[src/rtl/bpa_pkg.sv]
// ----------------------------------------------------------------------------
// bpa_pkg
// Shared types and constants of the bitmap page allocator.
// ----------------------------------------------------------------------------
package bpa_pkg;

  localparam int NUM_PAGES  = 65536;
  localparam int PAGE_BYTES = 4096;

  localparam int ADDR_W     = 32;
  localparam int PAGE_SHIFT = $clog2(PAGE_BYTES);
  // page number width across the whole 32-bit address space
  localparam int APN_W      = ADDR_W - PAGE_SHIFT;

  localparam int WORD_W     = 64;
  localparam int BIT_W      = $clog2(WORD_W);
  localparam int NUM_WORDS  = (NUM_PAGES + WORD_W - 1) / WORD_W;
  localparam int WADDR_W    = (NUM_WORDS > 1) ? $clog2(NUM_WORDS) : 1;

  localparam logic [ADDR_W-1:0] NUM_PAGES_A = ADDR_W'(NUM_PAGES);
  localparam logic [ADDR_W-1:0] LAST_PAGE_A = ADDR_W'(NUM_PAGES - 1);
  localparam logic [ADDR_W-1:0] USABLE_RAM  = ADDR_W'(1);

  typedef enum logic [1:0] {
    KIND_FREE    = 2'd0,
    KIND_RESERVE = 2'd1,
    KIND_ALLOC   = 2'd2,
    KIND_NOP     = 2'd3
  } kind_t;

  typedef struct packed {
    logic [1:0]        kind;
    logic [ADDR_W-1:0] region_type;
    logic [ADDR_W-1:0] start_addr;
    logic [ADDR_W-1:0] region_length;
    logic [ADDR_W-1:0] end_addr;
  } in_beat_t;

  typedef struct packed {
    logic [ADDR_W-1:0] page_addr;
    logic              found;
  } out_beat_t;

  // inclusive page range in address-space page numbers
  typedef struct packed {
    logic             vld;
    logic [APN_W-1:0] lo;
    logic [APN_W-1:0] hi;
  } seg_t;

  typedef struct packed {
    logic alloc;
    logic set_val;
    seg_t seg_a;
    seg_t seg_b;
  } op_t;

  typedef struct packed {
    logic               we;
    logic [WADDR_W-1:0] addr;
    logic [WORD_W-1:0]  wdata;
  } mem_req_t;

  typedef enum logic [2:0] {
    ST_INIT,
    ST_IDLE,
    ST_SEG,
    ST_RD,
    ST_WR,
    ST_ARD,
    ST_ACHK,
    ST_DONE
  } state_t;

endpackage

[src/rtl/bpa_ctrl.sv]
// ----------------------------------------------------------------------------
// bpa_ctrl
// Sequencer: reset fill, word-wise read-modify-write of page ranges and
// first-fit scan for allocation.
// ----------------------------------------------------------------------------
module bpa_ctrl (
  input  logic                          clk,
  input  logic                          rst_n,
  input  bpa_pkg::op_t                  op,
  input  logic                          in_valid,
  output logic                          in_ready,
  input  logic                          res_space,
  output logic                          done,
  output bpa_pkg::out_beat_t            res,
  output bpa_pkg::mem_req_t             mem_req,
  input  logic [bpa_pkg::WORD_W-1:0]    mem_rdata
);

  localparam int AW = bpa_pkg::ADDR_W;
  localparam int PW = bpa_pkg::APN_W;
  localparam int WW = bpa_pkg::WORD_W;
  localparam int BW = bpa_pkg::BIT_W;
  localparam int XW = bpa_pkg::WADDR_W;
  localparam logic [XW-1:0] LAST_WORD = XW'(bpa_pkg::NUM_WORDS - 1);

  bpa_pkg::state_t    state_r, state_nxt;
  bpa_pkg::op_t       op_r, op_nxt;
  logic               seg_sel_r, seg_sel_nxt;
  logic [XW-1:0]      word_r, word_nxt;
  logic [PW-1:0]      lo_r, lo_nxt;
  logic [PW-1:0]      hi_r, hi_nxt;
  bpa_pkg::out_beat_t res_r, res_nxt;

  bpa_pkg::seg_t      cur;
  logic [XW-1:0]      lo_w;
  logic [XW-1:0]      hi_w;
  logic [BW-1:0]      lo_b;
  logic [BW-1:0]      hi_b;
  logic [WW-1:0]      mask;
  logic [WW-1:0]      zeros;
  logic [WW-1:0]      low_zero;
  logic [BW-1:0]      zero_ix;

  always_ff @(posedge clk) begin
    if (!rst_n) begin
      state_r   <= bpa_pkg::ST_INIT;
      word_r    <= '0;
      seg_sel_r <= 1'b0;
    end else begin
      state_r   <= state_nxt;
      word_r    <= word_nxt;
      seg_sel_r <= seg_sel_nxt;
    end
  end

  always_ff @(posedge clk) begin
    op_r  <= op_nxt;
    lo_r  <= lo_nxt;
    hi_r  <= hi_nxt;
    res_r <= res_nxt;
  end

  // bit mask of the pages of the current range inside word_r
  always_comb begin
    lo_w = XW'(lo_r >> BW);
    hi_w = XW'(hi_r >> BW);
    lo_b = (word_r == lo_w) ? lo_r[BW-1:0] : '0;
    hi_b = (word_r == hi_w) ? hi_r[BW-1:0] : '1;
    mask = ({WW{1'b1}} << lo_b) & ({WW{1'b1}} >> (BW'(WW - 1) - hi_b));
  end

  // lowest clear bit of the word just read
  always_comb begin
    zeros    = ~mem_rdata;
    low_zero = zeros & (~zeros + WW'(1));
    zero_ix  = '0;
    for (int i = 0; i < WW; i++) begin
      if (low_zero[i]) begin
        zero_ix = zero_ix | BW'(i);
      end
    end
  end

  always_comb begin
    state_nxt   = state_r;
    op_nxt      = op_r;
    seg_sel_nxt = seg_sel_r;
    word_nxt    = word_r;
    lo_nxt      = lo_r;
    hi_nxt      = hi_r;
    res_nxt     = res_r;
    in_ready    = 1'b0;
    done        = 1'b0;
    mem_req     = '0;
    mem_req.addr = word_r;
    cur         = seg_sel_r ? op_r.seg_b : op_r.seg_a;

    case (state_r)
      bpa_pkg::ST_INIT: begin
        // every page starts out used
        mem_req.we    = 1'b1;
        mem_req.wdata = '1;
        word_nxt      = word_r + XW'(1);
        if (word_r == LAST_WORD) begin
          word_nxt  = '0;
          state_nxt = bpa_pkg::ST_IDLE;
        end
      end
      bpa_pkg::ST_IDLE: begin
        in_ready = 1'b1;
        if (in_valid) begin
          op_nxt      = op;
          res_nxt     = '0;
          seg_sel_nxt = 1'b0;
          word_nxt    = '0;
          state_nxt   = op.alloc ? bpa_pkg::ST_ARD : bpa_pkg::ST_SEG;
        end
      end
      bpa_pkg::ST_SEG: begin
        if (!cur.vld || ({{(AW-PW){1'b0}}, cur.lo} >= bpa_pkg::NUM_PAGES_A)) begin
          seg_sel_nxt = 1'b1;
          state_nxt   = seg_sel_r ? bpa_pkg::ST_DONE : bpa_pkg::ST_SEG;
        end else begin
          lo_nxt = cur.lo;
          hi_nxt = ({{(AW-PW){1'b0}}, cur.hi} >= bpa_pkg::LAST_PAGE_A) ?
                   PW'(bpa_pkg::NUM_PAGES - 1) : cur.hi;
          word_nxt  = XW'(cur.lo >> BW);
          state_nxt = bpa_pkg::ST_RD;
        end
      end
      bpa_pkg::ST_RD: begin
        state_nxt = bpa_pkg::ST_WR;
      end
      bpa_pkg::ST_WR: begin
        mem_req.we    = 1'b1;
        mem_req.wdata = op_r.set_val ? (mem_rdata | mask) : (mem_rdata & ~mask);
        if (word_r == hi_w) begin
          seg_sel_nxt = 1'b1;
          state_nxt   = seg_sel_r ? bpa_pkg::ST_DONE : bpa_pkg::ST_SEG;
        end else begin
          word_nxt  = word_r + XW'(1);
          state_nxt = bpa_pkg::ST_RD;
        end
      end
      bpa_pkg::ST_ARD: begin
        state_nxt = bpa_pkg::ST_ACHK;
      end
      bpa_pkg::ST_ACHK: begin
        if (mem_rdata != '1) begin
          mem_req.we        = 1'b1;
          mem_req.wdata     = mem_rdata | low_zero;
          res_nxt.found     = 1'b1;
          res_nxt.page_addr = AW'({word_r, zero_ix}) << bpa_pkg::PAGE_SHIFT;
          state_nxt         = bpa_pkg::ST_DONE;
        end else if (word_r == LAST_WORD) begin
          state_nxt = bpa_pkg::ST_DONE;
        end else begin
          word_nxt  = word_r + XW'(1);
          state_nxt = bpa_pkg::ST_ARD;
        end
      end
      bpa_pkg::ST_DONE: begin
        if (res_space) begin
          done      = 1'b1;
          state_nxt = bpa_pkg::ST_IDLE;
        end
      end
      default: begin
        state_nxt = bpa_pkg::ST_IDLE;
      end
    endcase
  end

  assign res = res_r;

endmodule

[config.mk]
export PLATFORM = sky130hd
export DESIGN_NAME = bpa_ctrl
export DESIGN_NICKNAME = d
export VERILOG_FILES = /design/src/rtl/bpa_pkg.sv /design/src/rtl/bpa_ctrl.sv
export SDC_FILE = /design/constraint.sdc
export NUM_CORES = 1
export LEC_CHECK = 0
export ABC_CLOCK_PERIOD_IN_PS = 5800
export BUFFER_PORTS_ARGS = -buffer_cell sky130_fd_sc_hd__clkbuf_2
export CAP_MARGIN = 20
export CORE_MARGIN = 5
export CORE_UTILIZATION = 35
export DETAILED_ROUTE_END_ITERATION = 10
export GPL_TIMING_DRIVEN = 0
export PLACE_DENSITY = 0.52
export SKIP_CTS_REPAIR_TIMING = 1
export SYNTH_ARGS = -nofsm -noshare
export SYNTH_HDL_FRONTEND = slang
export SYNTH_SLANG_ARGS = --single-unit
[constraint.sdc]
create_clock -name clk -period 5.8 [get_ports clk]
set_clock_uncertainty 0.2 [all_clocks]
set_input_delay 0.87 -clock clk [delete_from_list [all_inputs] [get_ports clk]]
set_output_delay 0.87 -clock clk [all_outputs]
set_load 0.005 [all_outputs]
* After elaboration in Yosys (flattened, before gate mapping)
Cells that the tools add are included.
** Cells by class
- $add $sub $neg :: 3
- Magnitude comparators :: 2
- Equal/unequal tests :: 21
- Shift operators :: 2
- Mux-type cells :: 128
- Bitwise logic cells :: 8
- Reduce and logical (&&, ||, !) cells :: 13
** Operators with widths (count)
- $mux W6 :: 34
- $and A64 B64 Y64 :: 3
- $mux W64 :: 3
- $not A64 Y64 :: 3
- $pmux W64 S3 :: 1
- $mux W83 :: 2
- $mux W33 :: 4
- $mux W10 :: 13
- $or A64 B64 Y64 :: 2
- $mux W16 :: 5
- $mux W5 :: 16
- $pmux W33 S2 :: 1
- $add A64 B1 Y64 const B :: 1
- $ne A64 B64 Y1 const B :: 1
- $shl A64 B6 Y64 const A :: 1
- $shr A64 B6 Y64 const A :: 1
- $mux W3 :: 20
- $pmux W10 S5 :: 1
- $mux W41 :: 1
- $mux W4 :: 8
- $pmux W3 S8 :: 1
- $eq A10 B10 Y1 :: 2
- $ge A20 B16 Y1 const B :: 1
- $ge A20 B17 Y1 const B :: 1
- other kinds (22) :: 51
** Storage, ports and cells
- Register bits after elaboration :: 162
- Input bits :: 152
- Output and inout port bits :: 110

* Longest topological paths before layout
- Depth in word-level cells :: 70
- Gate-level depth with buffers :: 10
- Depth with buffers taken out :: 8

* Worst setup path after synthesis
OpenSTA, ideal clock, no wires.
- Path type :: in2out
- Start point :: input mem_rdata[55] (netlist bit)
- End point :: output mem_req[28] (netlist bit)
- Data arrival time :: 2.978 ns
- Data required time :: 4.730 ns
- Path slack :: 1.752 ns
- Cell stages on the path :: 8
- Path buffers :: 3
- Cells stage by stage :: buf_2 -> nand3_1 -> or3_1 -> or4_1 -> o21ai_2 -> clkbuf_1 -> buf_2 -> o32ai_1
** RTL lines
- from (decl) :: line bpa_ctrl.sv:16 : input logic [bpa_pkg::WORD_W-1:0] mem_rdata
- to (decl) :: line bpa_ctrl.sv:15 : output bpa_pkg::mem_req_t mem_req,

==> impl_results.md <==
- Status: completed
- Gpl congestion: 1.06
- Vias/cell: 6.12
- First-pass GRT wire length: 75600 µm
- Synthesized flop and latch total: 146
- Static Leak: 4.60 nW
- CTS sink count: 146
- FFs w/ async S/R, synth: 0%
- Worst EP required: 4.73 ns
- Max_cap viols: 0
- Max Clock Freq: between 150 and 200 MHz
- Post-Route WL: 52900 µm
- Largest net degree at the start of global routing: 61
- CP Max Fanout: 10
- # rows: 64
- Filler instances: 3155
- Startpoint Class: input port
- YS warnings: 0
- Synth cell count leaders: nand2_1 (139), edfxtp_1 (132), o21ai_0 (122)
- Top-level port count: between 200 and 300
- Crit path cell chain: clkbuf_1, nand3_1, nor4_1, nand4_1, o21ai_4, clkbuf_1, buf_2, o32ai_1, clkbuf_2
- Crit end category: primary output
- Initial core utilization: between 30% and 40%
- Top-count cell post-synth: nand2_1
- Synth top area cells: edfxtp_1 (37%), o21ai_0 (5.7%), nand2_1 (4.8%), mux2i_1 (3.7%), nor2_1 (3.3%)
- Worst hold slack: around 0.35 ns
- DRT iter0 DRCs: 1151
- Clk pwr share: ~44%
- Post-synthesis sequential area ratio: around 40%
- Post-synthesis cell area: 0.0108 mm²
- Max clock buf depth: 2
- Initial antenna violation count: 1
- VDD IR max: 0.231 mV
- Final hold violation count: 0
- Antenna-violating nets left: 0
- CP bufs+invs: 4
- CP dominant cell by count: clkbuf_1
- Pins over their slew limit: 0
- Die X: 186 µm
- Vias: ~12000
- Fin crit share: 96.0%
- Die area: 0.0344 mm²
- Ratio of total power to cell area: 198 mW/mm²
- CP max-delay cell: o21ai_4
- Top_reg_cell synth: edfxtp_1
- Die H: 186 µm
- Number of synthesized flops with an enable pin: 132
- Area leader, netlist: edfxtp_1
- Sequential fraction of design power: 43.8%
- Worst Hold Class: register to register
- Clock latency on the worst-skew pair: approximately 0.43 ns
- Area growth from synthesis to layout: 22.4%
- Register area: 0.00424 mm²
- Worst path max stage delay: 0.58 ns
- Placeable Area: 0.0305 mm²
- DR WL/cell: 27.2 µm
- Slew of the pin with the lowest slew margin: 0.990 ns
- Area of the multi-input gates: ~0.0060 mm²
- Total grt overflow: 0
- CTS tree: done
- Distinct cells, synth: 75
- Period minus WS final: 5.57 ns
- DRT Pass-1 Iters: 5
- Crit Path Category: input port to primary output
- DRC viols: 0
- Switching part of the total: 27.0%
- CP Data Arrival Time: 4.50 ns
- Cells after Synth: 1263
- Share of cells above drive strength 1: between 20% and 30%
- Vias in the first global route: between 10000 and 15000
- Dpl hpwl: around 42000 µm
- Final Setup Violations: 0
- Setup TNS: 0 ns
- CTS Root Cell: clkbuf_16
- Synth top area share: 36.8%
- Rel. slew slack: 33.5%
- R2R Setup Slk: 1.95 ns
- RSZ-0062 raised after global routing: false
- IO Port Bufs: 232
- Total CTS buffers: 17
- Logic gate share of total power: 12.1%
- Reg clk slew, reported paths: 0.06 ns
- Total GRT Usage: 29.7%
- Avg Inst Size Synth: 8.54 µm²
- Delay-heaviest family, CP: buffers and inverters
- Sw Pwr: between 0.7 and 0.8 mW
- N_diodes: 0
- Int Power: 1.91 mW
- H-tree Lvls: 4
- Final #Nets: 1689
-- per-layer routing --
layer | part of all wire (%) | wire length [µm] | global-route usage (%)
met5 | 0.038 | 20 | 0
met4 | 5.9 | 3140 | 15.8
met3 | 8.4 | 4460 | 5.20
met2 | 46 | 24300 | 48.5
met1 | 40 | 21000 | 37.7
-- worst paths after layout --
path                            depth (start not counted)               endpoint               startpoint
worst max-delay path                                    9            mem_req[28]            mem_rdata[27]
worst min-delay path                                    1      lo_r[0]$_DFFE_PP_       op_r[61]$_DFFE_PP_
worst max register to register                          9  res[14]$_SDFFCE_PN0P_  state_r[1]$_SDFFE_PN0P_
worst min register to register                          1      lo_r[0]$_DFFE_PP_       op_r[61]$_DFFE_PP_
-- registers in the layout, indices dropped and copies added (netlist names) --
name / count
op_r: 83
res: 17
hi_r: 16
lo_r: 16
word_r: 10
state_r: 3
seg_sel_r: 1
-- logic make-up (layout without fill, tap and decap cells) --
logic type,Yosys count,in the layout,synth area share [%]
adders and majority gates,1,1,0.116
AOI/OAI and AO/OA,387,387,23.1
other,1,16,0.0348
muxes,62,62,6.01
xor gates and xnor gates,22,22,1.79
DFF,146,146,39.4
and+or+nand+nor,501,501,23.9
buffers and inverters,143,414,5.68
-- placed cells by master, fill, tap and decap left out, types with 18 or more instances in the layout --
master,Yosys,final
o21ai_0,122,122
mux2i_1,40,40
a21oi_1,63,63
clkbuf_1,89,89
mux2_2,22,22
nor2_1,95,95
nor3_1,31,30
nand4_1,28,28
clkbuf_2,2,234
o22ai_1,34,34
buf_4,17,18
nand2b_1,19,19
xnor2_1,20,20
edfxtp_1,132,132
nand2_1,139,139
nand3_1,51,51
inv_1,25,24
o31ai_1,24,24
a31oi_1,27,27
-- metrics by stage --
| step | worst slack (ns) | instance area (µm²) | total power [mW] | instances | utilization [%] |
|---|---|---|---|---|---|
| after floorplan | 1.75 | 10800 | 1.31 | 1278 | - |
| after global placement | 0.205 | 12500 | 1.47 | 1906 | 40.9 |
| after detailed placement | 0.255 | 12600 | 1.47 | 1912 | 41.2 |
| after CTS | 0.254 | 13200 | 2.63 | 1944 | 43.2 |
| after global routing | 0.0997 | 13200 | 2.69 | 1945 | 43.2 |
| final | 0.231 | 13200 | 2.61 | 1945 | 43.2 |
-- cell type report --
type                    instances  area share (%)
clock buffers                  17            3.22
plain buffers                 117            3.90
flip-flops and latches        146            32.2
well taps                     396            3.76
repair buffers                239            9.32
multi-input cells             989            45.4
clock inverters                15            1.42
inverters                      26           0.759
-- power groups by stage --
stage               combinational [mW]  sequential [mW]  clock [mW]
detailed placement               0.302             1.16           0
finish                           0.315             1.14        1.15
CTS                              0.304             1.14        1.18
floorplan                        0.145             1.16           0
global placement                 0.306             1.16           0
global route                     0.332             1.14        1.21
Note: power is estimated with default switching activity, not from simulation.
