==> config.mk <==
export PLATFORM = sky130hd
export DESIGN_NAME = bpa_decode
export DESIGN_NICKNAME = d
export VERILOG_FILES = /design/src/rtl/bpa_pkg.sv /design/src/rtl/bpa_decode.sv
export SDC_FILE = /design/constraint.sdc
export NUM_CORES = 1
export LEC_CHECK = 0
export BUFFER_PORTS_ARGS = -buffer_cell sky130_fd_sc_hd__buf_2
export CAP_MARGIN = 20
export CORE_ASPECT_RATIO = 1.2
export CORE_MARGIN = 4
export CORE_UTILIZATION = 48
export DETAILED_ROUTE_END_ITERATION = 8
export GPL_ROUTABILITY_DRIVEN = 0
export MAX_ROUTING_LAYER = met4
export PLACE_DENSITY = 0.9
export SYNTH_ARGS = -nofsm -noshare
export SYNTH_HDL_FRONTEND = slang
export SYNTH_SLANG_ARGS = --single-unit
==> constraint.sdc <==
create_clock -name vclk -period 5.86
set_clock_uncertainty 0.15 [all_clocks]
set_input_delay 0.293 -clock vclk [all_inputs]
set_output_delay 0.293 -clock vclk [all_outputs]
set_load 0.05 [all_outputs]
==> src/rtl/bpa_pkg.sv <==
// ----------------------------------------------------------------------------
// bpa_pkg
// Shared types and constants of the bitmap page allocator.
// ----------------------------------------------------------------------------
package bpa_pkg;

  localparam int NUM_PAGES  = 65536;
  localparam int PAGE_BYTES = 4096;

  localparam int ADDR_W     = 32;
  localparam int PAGE_SHIFT = $clog2(PAGE_BYTES);
  // page number width across the whole 32-bit address space
  localparam int APN_W      = ADDR_W - PAGE_SHIFT;

  localparam int WORD_W     = 64;
  localparam int BIT_W      = $clog2(WORD_W);
  localparam int NUM_WORDS  = (NUM_PAGES + WORD_W - 1) / WORD_W;
  localparam int WADDR_W    = (NUM_WORDS > 1) ? $clog2(NUM_WORDS) : 1;

  localparam logic [ADDR_W-1:0] NUM_PAGES_A = ADDR_W'(NUM_PAGES);
  localparam logic [ADDR_W-1:0] LAST_PAGE_A = ADDR_W'(NUM_PAGES - 1);
  localparam logic [ADDR_W-1:0] USABLE_RAM  = ADDR_W'(1);

  typedef enum logic [1:0] {
    KIND_FREE    = 2'd0,
    KIND_RESERVE = 2'd1,
    KIND_ALLOC   = 2'd2,
    KIND_NOP     = 2'd3
  } kind_t;

  typedef struct packed {
    logic [1:0]        kind;
    logic [ADDR_W-1:0] region_type;
    logic [ADDR_W-1:0] start_addr;
    logic [ADDR_W-1:0] region_length;
    logic [ADDR_W-1:0] end_addr;
  } in_beat_t;

  typedef struct packed {
    logic [ADDR_W-1:0] page_addr;
    logic              found;
  } out_beat_t;

  // inclusive page range in address-space page numbers
  typedef struct packed {
    logic             vld;
    logic [APN_W-1:0] lo;
    logic [APN_W-1:0] hi;
  } seg_t;

  typedef struct packed {
    logic alloc;
    logic set_val;
    seg_t seg_a;
    seg_t seg_b;
  } op_t;

  typedef struct packed {
    logic               we;
    logic [WADDR_W-1:0] addr;
    logic [WORD_W-1:0]  wdata;
  } mem_req_t;

  typedef enum logic [2:0] {
    ST_INIT,
    ST_IDLE,
    ST_SEG,
    ST_RD,
    ST_WR,
    ST_ARD,
    ST_ACHK,
    ST_DONE
  } state_t;

endpackage

==> src/rtl/bpa_decode.sv <==
// ----------------------------------------------------------------------------
// bpa_decode
// Turns one input beat into up to two page ranges and an operation.
// ----------------------------------------------------------------------------
module bpa_decode (
  input  bpa_pkg::in_beat_t in_beat,
  output bpa_pkg::op_t      op
);

  localparam int AW = bpa_pkg::ADDR_W;
  localparam int PW = bpa_pkg::APN_W;
  localparam int PS = bpa_pkg::PAGE_SHIFT;

  logic [PW-1:0] start_pg;
  logic [PW-1:0] last_pg;
  logic [AW-1:0] len_m1;
  logic [PW:0]   end_sum;
  logic          wrap;
  logic          in_order;
  logic          low_past;
  logic [PW-1:0] end_pg;

  always_comb begin
    start_pg = in_beat.start_addr[AW-1:PS];
    last_pg  = in_beat.end_addr[AW-1:PS];
    len_m1   = in_beat.region_length - AW'(1);
    // free region covers ceil(len / page) pages, wrapping at the top
    end_sum  = {1'b0, start_pg} + {1'b0, len_m1[AW-1:PS]};
    wrap     = end_sum[PW];
    in_order = in_beat.start_addr <= in_beat.end_addr;
    // the walk misses the last page when its offset is past the end offset
    low_past = in_beat.start_addr[PS-1:0] > in_beat.end_addr[PS-1:0];
    end_pg   = last_pg - PW'(low_past);

    op = '0;
    case (bpa_pkg::kind_t'(in_beat.kind))
      bpa_pkg::KIND_FREE: begin
        op.set_val   = 1'b0;
        op.seg_a.vld = (in_beat.region_type == bpa_pkg::USABLE_RAM) &&
                       (in_beat.region_length != '0);
        op.seg_a.lo  = start_pg;
        op.seg_a.hi  = wrap ? '1 : end_sum[PW-1:0];
        op.seg_b.vld = op.seg_a.vld && wrap;
        op.seg_b.lo  = '0;
        op.seg_b.hi  = end_sum[PW-1:0];
      end
      bpa_pkg::KIND_RESERVE: begin
        op.set_val   = 1'b1;
        op.seg_a.vld = in_order;
        op.seg_a.lo  = start_pg;
        op.seg_a.hi  = end_pg;
        // page zero is always locked
        op.seg_b.vld = 1'b1;
        op.seg_b.lo  = '0;
        op.seg_b.hi  = '0;
      end
      bpa_pkg::KIND_ALLOC: begin
        op.alloc = 1'b1;
      end
      default: begin
        op = '0;
      end
    endcase
  end

endmodule

# == Yosys cells after proc, flatten, opt, wreduce, memory -nomap -nowiden ==
# Cells that the tools add are included.
# classes
n_eq_ne,3
n_addsub,3
n_lt_le_gt_ge,2
reduce_logical,4
muxes,3
# op_table
cell,n
$pmux W83 S2,1
$eq A32 B1 Y1 const B,1
$le A32 B32 Y1,1
$reduce_bool A32 Y1,1
$sub A32 B1 Y32 const B,1
$add A20 B20 Y21,1
$mux W20,1
$sub A20 B1 Y20,1
$gt A12 B12 Y1,1
$eq A2 B1 Y1 const B,1
$eq A2 B2 Y1 const B,1
$logic_and A1 B1 Y1,2
$logic_not A2 Y1,1
$mux W1,1
# word_totals
regBits,0
inputBits,130
word_cells,15

# == Logic depth before layout (Yosys ltp) ==
# Gate-level depths: netlist of the first run.
# logic_depth
word_depth,4
ltp_mapped,17

# == Least setup slack after synthesis of the first run ==
# Ideal clock, no wire load.
# synth_path
kind,in2out
from,in in_beat[35] (netlist name)
to,out op[58] (netlist name)
required_ns,5.417
path_slack_ns,0.918
stages,15
t_arrival_ns,4.499
cell_sequence,nor4_4 -> nand4_2 -> or3_1 -> or3_1 -> buf_2 -> nand2b_1 -> xnor2_1 -> ha_1 -> a21o_1 -> a21o_1 -> a31oi_1 -> o21ai_0 -> a311oi_1 -> xor2_1 -> a221oi_1
# synth_lines
element,line,text
start: declaration,bpa_decode.sv:6,"input bpa_pkg::in_beat_t in_beat,"
end: declaration,bpa_decode.sv:7,output bpa_pkg::op_t op

==> results of run 1 <==
-- layer usage --
layer | up-vias | part of all wire, % | track usage, % | routed length, µm
met5 | - | 0 | - | 0
met4 | 0 | 3.8 | 9.18 | 444
met3 | 40 | 7.7 | 3.63 | 897
met2 | 231 | 51 | 50.7 | 5890
met1 | 1912 | 38 | 29.7 | 4370
li1 | 1988 | - | - | -
-- how the worst max path moves through the flow --
stage / start / endpoint / slack [ns]
after floorplan: in_beat[35] / op[58] / 0.92
after global placement: in_beat[35] / op[58] / 1.23
after detailed placement: in_beat[35] / op[58] / 0.95
after CTS: in_beat[35] / op[58] / 0.95
after global routing: in_beat[39] / op[54] / 0.58
final: in_beat[39] / op[58] / 0.95
-- critical path, stage by stage --
cell      delay (ns)
buf_2           0.11
nor4_4          0.31
nand4_2         0.20
or3_1           0.41
or3_1           0.41
o31ai_1         0.22
nand2_1         0.11
ha_1            0.34
nand4_1         0.12
nor4_1          0.44
nor4b_1         0.13
or2_1           0.25
a31oi_1         0.15
buf_4           0.22
nor2_1          0.12
a221oi_1        0.31
buf_2           0.32
-- cells in the mapped netlist, types with 2 or more instances --
cell       n
nor4_2     3
nand2_1   27
nor3_1    18
or4_1      2
or2_2      2
o21ai_0   22
nor2b_1   23
nand3_1   10
o221ai_1   6
clkbuf_1   7
and4_1     2
nand2b_1   2
nor4_1    12
xor2_1    17
nor4b_1    2
o21bai_1   3
a31oi_1    4
a21oi_1   21
a211oi_1   5
or3_1      5
a221oi_1   6
nand4_1    8
and3_1     3
and2_1     6
o31ai_1    3
o21ai_1    2
xnor2_1   29
a221o_1    6
inv_1     37
ha_1      57
nor2_1    32
a21o_1    21
o21a_1     3
buf_2      3
nor4_4     3
nand2b_4   2
buf_4     20
-- final cells by class --
type                            instances  area share [%]
Inverter                               37            3.32
Tap cell                               85            2.54
Timing Repair Buffer                  195            23.4
Multi-Input combinational cell        404            70.8
-- kinds of logic after synthesis --
kind of cell	after synthesis	synth area share (%)
xor gates and xnor gates	46	12.5
adders and majority gates	58	22.7
and+or+nand+nor	167	30.2
AOI/OAI and AO/OA	113	24.1
other	1	0.116
buffers and inverters	68	10.3
-- where the power goes --
part / switching (mW) / total [mW] / leakage (nW) / internal, mW
Combinational: 0.349 / 0.508 / 2.32 / 0.158
Clock: 0 / 0 / 0 / 0
Sequential: 0 / 0 / 0 / 0
Total: 0.349 / 0.508 / 2.32 / 0.158
-- metrics by stage --
stage | setup WS, ns | hold slack (ns) | power, mW | cells
3_5_place_dp | 0.946 | 0.874 | 0.501 | 721
3_3_place_gp | 1.23 | 0.873 | 0.490 | 721
6_report | 0.953 | 0.872 | 0.508 | 721
4_1_cts | 0.953 | 0.873 | 0.503 | 721
5_1_grt | 0.576 | 0.888 | 0.545 | 721
2_1_floorplan | 0.918 | 0.709 | 0.362 | 472
==> results.sh, run 1 <==
export IMPL_netlist_area_mm2=0.00323
export IMPL_fp_dieH_um=97.8
export IMPL_fillers=587
export IMPL_postSynthCellCount=453
export IMPL_rsz0062_at_grt="false"
export IMPL_postRouteAntennaNets=0
export IMPL_syn_avg_cell_area_um2=7.13
export IMPL_hold_viol=0
export IMPL_layout_common_cells="buf_2 (194), ha_1 (57), inv_1 (37)"
export IMPL_cts_hold_buffers=0
export IMPL_worst_pin_slew_ns=0.806
export IMPL_synth_seq_area_share_pct=0
export IMPL_layout_cells_most_common="buf_2"
export IMPL_yosys_top_cells_area="ha_1 (22%), xnor2_1 (7.9%), a21o_1 (4.9%), buf_4 (4.7%), xor2_1 (4.6%)"
export IMPL_start_kind="primary input"
export IMPL_area_growth_syn_to_layout_pct=29.8
export IMPL_wire_per_inst_um=16.1
export IMPL_register_area_um2=0
export IMPL_synth_cell_types=56
export IMPL_utilization_pct=64.6
export IMPL_leakage_nw=2.32
export IMPL_grt_pass1_vias=4186
export IMPL_vias=4171
export IMPL_post_cts_setup_buffers=0
export IMPL_setup_viol=0
export IMPL_fin_crit_sh_pct=83.7
export IMPL_fin_setup_tns_ns=0
export IMPL_hold_depth=3
export IMPL_dr_pass1_iters=6
export IMPL_antenna_found_initial=0
export IMPL_drcViolationCount=0
export IMPL_yosys_warnings=0
export IMPL_core_area_mm2=0.00649
export IMPL_max_cap_violations=0
export IMPL_multi_input_area_mm2=0.00297
export IMPL_vias_per_cell=5.79
export IMPL_fp_dieArea_mm2=0.00811
export IMPL_fin_area_mm2=0.00419
export IMPL_yosys_area_top_type="ha_1"
export IMPL_finalCriticalPeriod_ns=4.91
export IMPL_port_buffers=194
export IMPL_synth_top_area_share_pct=22.1
export IMPL_powerDensity_mw_per_mm2=121
export IMPL_num_antenna_cells=0
export IMPL_min_from="in_beat[88]"
export IMPL_vdd_drop_max_mv=0.0741
export IMPL_overflow=0
export IMPL_grt_max_degree=34
export IMPL_grt_pass1_wl_um=18700
export IMPL_hp_class="primary input to output pin"
export IMPL_io_pins=214
export IMPL_row_count=32
export IMPL_drt_iter0_markers=200
export IMPL_postPlaceCellArea_mm2=0.00419
export IMPL_criticalPathCategory="primary input to output pin"
export IMPL_required_ns=5.42
export IMPL_fin_nets=826
export IMPL_n_sequential_cell=0
export IMPL_die_w_um=82.9
export IMPL_cp_max_fo=11
export IMPL_arrival_ns=4.46
export IMPL_holdPathEnd="op[73]"
export IMPL_dp_hpwl_um=10300
export IMPL_max_freq_mhz=204
export IMPL_nClkBuffers=0
export IMPL_relSlewSlack_pct=46.1
export IMPL_routed_wl_um=11600
export IMPL_grt_use_total_pct=27.3
export IMPL_drv_slew=0
export IMPL_cts_resized=0
export IMPL_worstSetupEndpointType="output pin"
export IMPL_status="complete, no violations"
export IMPL_drive_gt1_share_pct=33.0
export IMPL_initial_utilization_pct=49.8
(Power assumes the default switching activity.)
==> inputs of run 2 (changes only) <==
- CORE_UTILIZATION: 48 -> 41
- PLACE_DENSITY: 0.9 -> 0.82
- clock period: 5.86 -> 4.5 ns (I/O delays scaled with it)
==> run 2 against run 1 <==
Combinational power rose by 36%. Via count barely moved. Hold slack got worse by 0.12 ns. Highest routed layer unchanged. Non-clock buffer count rose by 5. Cell area rose by 4.4%. Count of clock-buffer cells in the layout did not move. Final cell count rose by 1.7%. Sequential share of layout area did not move. Die area rose by 15%. Core utilization fell by 7.5 points. Global-route usage fell by 2.0 points.
==> results.sh, run 2 (synthesis gave the netlist of run 1 again) <==
export IMPL_initial_utilization_pct=42.1
export IMPL_fp_dieArea_mm2=0.00936
export IMPL_layout_common_cells="buf_2 (181), ha_1 (57), inv_1 (37)"
export IMPL_required_ns=4.12
export IMPL_seqPwrFrac_pct=0
export IMPL_fin_area_mm2=0.00437
export IMPL_routed_wl_um=12500
export IMPL_power_mw=0.691
export IMPL_clkPwrFrac_pct=0
export IMPL_port_buffers=194
export IMPL_nClkBuffers=0
export IMPL_setup_viol=0
export IMPL_post_cts_setup_buffers=0
export IMPL_vias_per_cell=5.69
export IMPL_fin_setup_tns_ns=0
export IMPL_fp_dieH_um=105
export IMPL_grt_pass1_wl_um=18800
export IMPL_relSlewSlack_pct=50.9
export IMPL_antenna_found_initial=0
export IMPL_p_comb_share_pct=100.0
export IMPL_criticalPathCategory="primary input to output pin"
export IMPL_postRouteAntennaNets=0
export IMPL_fin_crit_sh_pct=96.5
export IMPL_row_count=35
export IMPL_n_sequential_cell=0
export IMPL_register_area_um2=0
export IMPL_drive_gt1_share_pct=36.2
export IMPL_hold_viol=0
export IMPL_drcViolationCount=0
export IMPL_grt_pass1_vias=4185
export IMPL_worstSetupEndpointType="output pin"
export IMPL_worst_pin_slew_ns=0.733
export IMPL_place_inst=733
export IMPL_layout_cells_non_filler=733
export IMPL_layout_cells_most_common="buf_2"
export IMPL_grt_max_degree=34
export IMPL_dp_hpwl_um=10900
export IMPL_area_growth_syn_to_layout_pct=35.5
export IMPL_max_freq_mhz=230
export IMPL_fin_nets=831
export IMPL_overflow=0
export IMPL_arrival_ns=3.97
export IMPL_swShare_pct=67.6
export IMPL_hp_class="primary input to output pin"
export IMPL_dr_pass1_iters=4
export IMPL_die_w_um=89
export IMPL_start_kind="primary input"
export IMPL_intPower_mw=0.224
export IMPL_postPlaceCellArea_mm2=0.00425
export IMPL_cts_hold_buffers=0
export IMPL_core_area_mm2=0.00766
export IMPL_powerDensity_mw_per_mm2=158
export IMPL_io_pins=214
export IMPL_p_switching_mw=0.467
export IMPL_leakage_nw=2.38
export IMPL_finalCriticalPeriod_ns=4.34
export IMPL_max_cap_violations=0
export IMPL_fillers=736
export IMPL_drt_iter0_markers=155
export IMPL_vdd_drop_max_mv=0.0865
export IMPL_detailedPlace_worstSlack_ns=-0.0177
export IMPL_vias=4173
export IMPL_num_antenna_cells=0
export IMPL_cp_max_fo=6
export IMPL_drv_slew=0
export IMPL_status="complete, no violations"
export IMPL_wire_per_inst_um=17.1
export IMPL_grt_use_total_pct=25.3
export IMPL_fin_ws_ns=0.159
run 2: cell type report:
cell class / instances / area [µm²] / area share, %
inverter: 37 / 139 / 3.18
tap: 92 / 115 / 2.63
timing repair buffer: 200 / 1060 / 24.2
multi-input combinational: 404 / 3060 / 70.0
run 2: stage by stage:
step / hold slack [ns] / util [%]
after floorplan: 0.573 / -
after global placement: 0.747 / 55.5
after detailed placement: 0.747 / 55.5
after CTS: 0.748 / 55.6
after global routing: 0.758 / 57.1
final: 0.747 / 57.1
run 2: final timing paths:
kind / to / depth (start not counted) / slack [ns] / from
max: op[58] / 15 / 0.16 / in_beat[43]
min: op[74] / 3 / 0.75 / in_beat[89]
run 2: metal layers:
layer / up-vias / share of wire [%] / track usage (%)
met1: 1922 / 36 / 26.7
met3: 35 / 7.1 / 2.68
met5: - / 0 / -
li1: 2004 / - / -
met2: 212 / 53 / 46.3
met4: 0 / 3.8 / 10.4
run 2: worst max-delay path: stages:
cell and delay (ns):
buf_2 0.11, nor4_4 0.31, nand4_2 0.21, or3_4 0.47, or3_1 0.42, nand2_1 0.11
ha_1 0.27, and2_1 0.23, a221o_1 0.34, a31oi_2 0.19, o21ai_0 0.12, a311oi_1 0.27
xor2_1 0.15, a221oi_2 0.32, buf_6 0.21
run 2: repair_timing:
| action | in CTS | in global routing |
|---|---|---|
| gates resized for setup | 4 | 31 |
| setup endpoints to repair | 4 | 24 |
| pin swaps | 0 | 3 |
run 2: power groups by stage:
stage	sequential [mW]	clock, mW	combinational (mW)
floorplan	0	0	0.474
global placement	0	0	0.647
detailed placement	0	0	0.660
CTS	0	0	0.665
global route	0	0	0.736
finish	0	0	0.691
==> inputs of run 3 (changes only) <==
- CELL_PAD_IN_SITES_DETAIL_PLACEMENT: not set -> 0
- CELL_PAD_IN_SITES_GLOBAL_PLACEMENT: not set -> 1
- CORE_UTILIZATION: 41 -> 27
- PLACE_DENSITY: 0.82 -> not set
- PLACE_DENSITY_LB_ADDON: not set -> 0.1
- SETUP_SLACK_MARGIN: not set -> 0.05
==> run 3 against run 2 <==
Cell area grew 6.0%. First-iteration DRC count shrank 28%. Setup slack gained 0.059 ns. Die area grew 47%. Wire length grew 2.8%. Sequential cell count is the same. Fmax grew 1.4%. Critical endpoint is now op[53]. Largest cell class unchanged.
==> results.sh, run 3 (synthesis gave the netlist of run 1 again) <==
export IMPL_vias=4005
export IMPL_dp_hpwl_um=11300
export IMPL_layout_common_cells="buf_2 (178), ha_1 (56), inv_1 (37)"
export IMPL_n_sequential_cell=0
export IMPL_port_buffers=194
export IMPL_layout_cells_most_common="buf_2"
export IMPL_p_comb_share_pct=100.0
export IMPL_grt_use_total_pct=18.1
export IMPL_relSlewSlack_pct=38.0
export IMPL_hold_viol=0
export IMPL_intPower_mw=0.240
export IMPL_use_met1_pct=21.8
export IMPL_path_buf_inv=3
export IMPL_critical_path_top_delay_family="simple AND/OR/NAND/NOR gates"
export IMPL_fp_dieH_um=128
export IMPL_drt_iter0_markers=111
export IMPL_worstSetupEndpointType="output pin"
export IMPL_swShare_pct=66.3
export IMPL_endpoint="op[53]"
export IMPL_hp_class="primary input to output pin"
export IMPL_area_growth_syn_to_layout_pct=43.6
export IMPL_cts_hold_buffers=0
export IMPL_wire_per_inst_um=15.9
export IMPL_grt_pass1_wl_um=19900
export IMPL_start_kind="primary input"
export IMPL_routed_wl_um=12900
export IMPL_path_cells="buf_2, nor4_4, nand4_2, or3_4, or3_4, o31ai_2, nand2_1, ha_4, nand4_1, nor4_4, nor4b_2, or2_1, a31oi_4, nor2_1, buf_6, a221oi_4, buf_6"
export IMPL_layout_cells_non_filler=808
export IMPL_p_switching_mw=0.473
export IMPL_fin_ws_ns=0.218
export IMPL_finalCriticalPeriod_ns=4.28
export IMPL_row_count=43
export IMPL_fillers=1285
export IMPL_worst_pin_slew_ns=0.927
export IMPL_io_pins=214
export IMPL_fin_crit_sh_pct=95.2
export IMPL_startpoint="in_beat[43]"
export IMPL_setup_viol=0
export IMPL_grt_pass1_vias=4071
export IMPL_overflow=0
export IMPL_die_w_um=108
export IMPL_postPlaceCellArea_mm2=0.00439
export IMPL_grt_max_degree=34
export IMPL_seqPwrFrac_pct=0
export IMPL_multi_input_area_mm2=0.00314
export IMPL_core_area_mm2=0.0116
export IMPL_fin_nets=840
export IMPL_power_mw=0.713
export IMPL_slowest_delay_ns=0.37
export IMPL_crit_cells=17
export IMPL_drcViolationCount=0
export IMPL_dr_pass1_iters=4
export IMPL_arrival_ns=3.91
export IMPL_grt_busiest_layer="met2"
export IMPL_vias_per_cell=4.96
export IMPL_drive_gt1_share_pct=37.8
export IMPL_met2_usage_pct=33.8
export IMPL_vdd_drop_max_mv=0.0864
export IMPL_antenna_found_initial=1
export IMPL_cp_max_fo=5
export IMPL_nClkBuffers=0
export IMPL_leakage_nw=2.45
export IMPL_fp_dieArea_mm2=0.0138
export IMPL_status="complete, no violations"
export IMPL_drv_slew=0
export IMPL_crit_slowest_cell="or3_4"
export IMPL_initial_utilization_pct=27.8
export IMPL_max_freq_mhz=234
export IMPL_register_area_um2=0
export IMPL_rsz0062_at_grt="true"
export IMPL_place_inst=806
export IMPL_max_cap_violations=0
export IMPL_required_ns=4.12
export IMPL_postRouteAntennaNets=0
export IMPL_grt_use_met3_pct=1.66
export IMPL_clkPwrFrac_pct=0
export IMPL_detailedPlace_worstSlack_ns=-0.109
export IMPL_fin_area_mm2=0.00464
export IMPL_criticalPathCategory="primary input to output pin"
export IMPL_powerDensity_mw_per_mm2=154
export IMPL_fin_hold_ws_ns=0.738
## run 3: cell types whose count changed in the layout (fill, tap and decap cells not counted), sizes merged
| cell | previous run | this run |
|---|---|---|
| clkbuf | 4 | 2 |
| buf | 196 | 207 |
| diode | 0 | 1 |
## run 3: how the worst min path moves through the flow
stage	start	endpoint	slack (ns)	cells after the start
2_1_floorplan	in_beat[76]	op[61]	0.57	1
6_report	in_beat[76]	op[61]	0.74	3
3_5_place_dp	in_beat[76]	op[61]	0.74	3
5_1_grt	in_beat[76]	op[61]	0.76	3
4_1_cts	in_beat[76]	op[61]	0.74	3
3_3_place_gp	in_beat[76]	op[61]	0.74	3
## run 3: power groups by stage
stage	Clock (mW)	Sequential (mW)	Combinational [mW]
final	0.0000000297	0	0.713
after detailed placement	0	0	0.673
after global placement	0	0	0.674
after CTS	0	0	0.683
after floorplan	0	0	0.474
after global routing	0.0000000297	0	0.773
## run 3: per-layer routing
layer	up-vias	share of wire, %	routed length (µm)
met4	0	1.2	149
li1	2018	-	-
met3	8	7.0	898
met1	1824	41	5250
met2	155	51	6560
met5	-	0	0
## run 3: repair_timing
action	CTS	global route
pin swaps	0	8
setup buffers	0	1
gates resized for setup	11	44
endpoints found under the setup margin	13	27
## run 3: area by class of cell
| type | count | share of cell area, % |
|---|---|---|
| inverter | 37 | 3.00 |
| tap | 157 | 4.24 |
| antenna | 1 | 0.0540 |
| multi-input combinational | 404 | 67.8 |
| timing repair buffer | 209 | 24.9 |
## run 3: metrics by stage
step | util, % | TNS, ns
2_1_floorplan | - | -1.19
3_3_place_gp | 37.8 | -0.00990
3_5_place_dp | 37.8 | -0.543
4_1_cts | 38.1 | 0
5_1_grt | 39.9 | -0.0148
6_report | 39.9 | 0
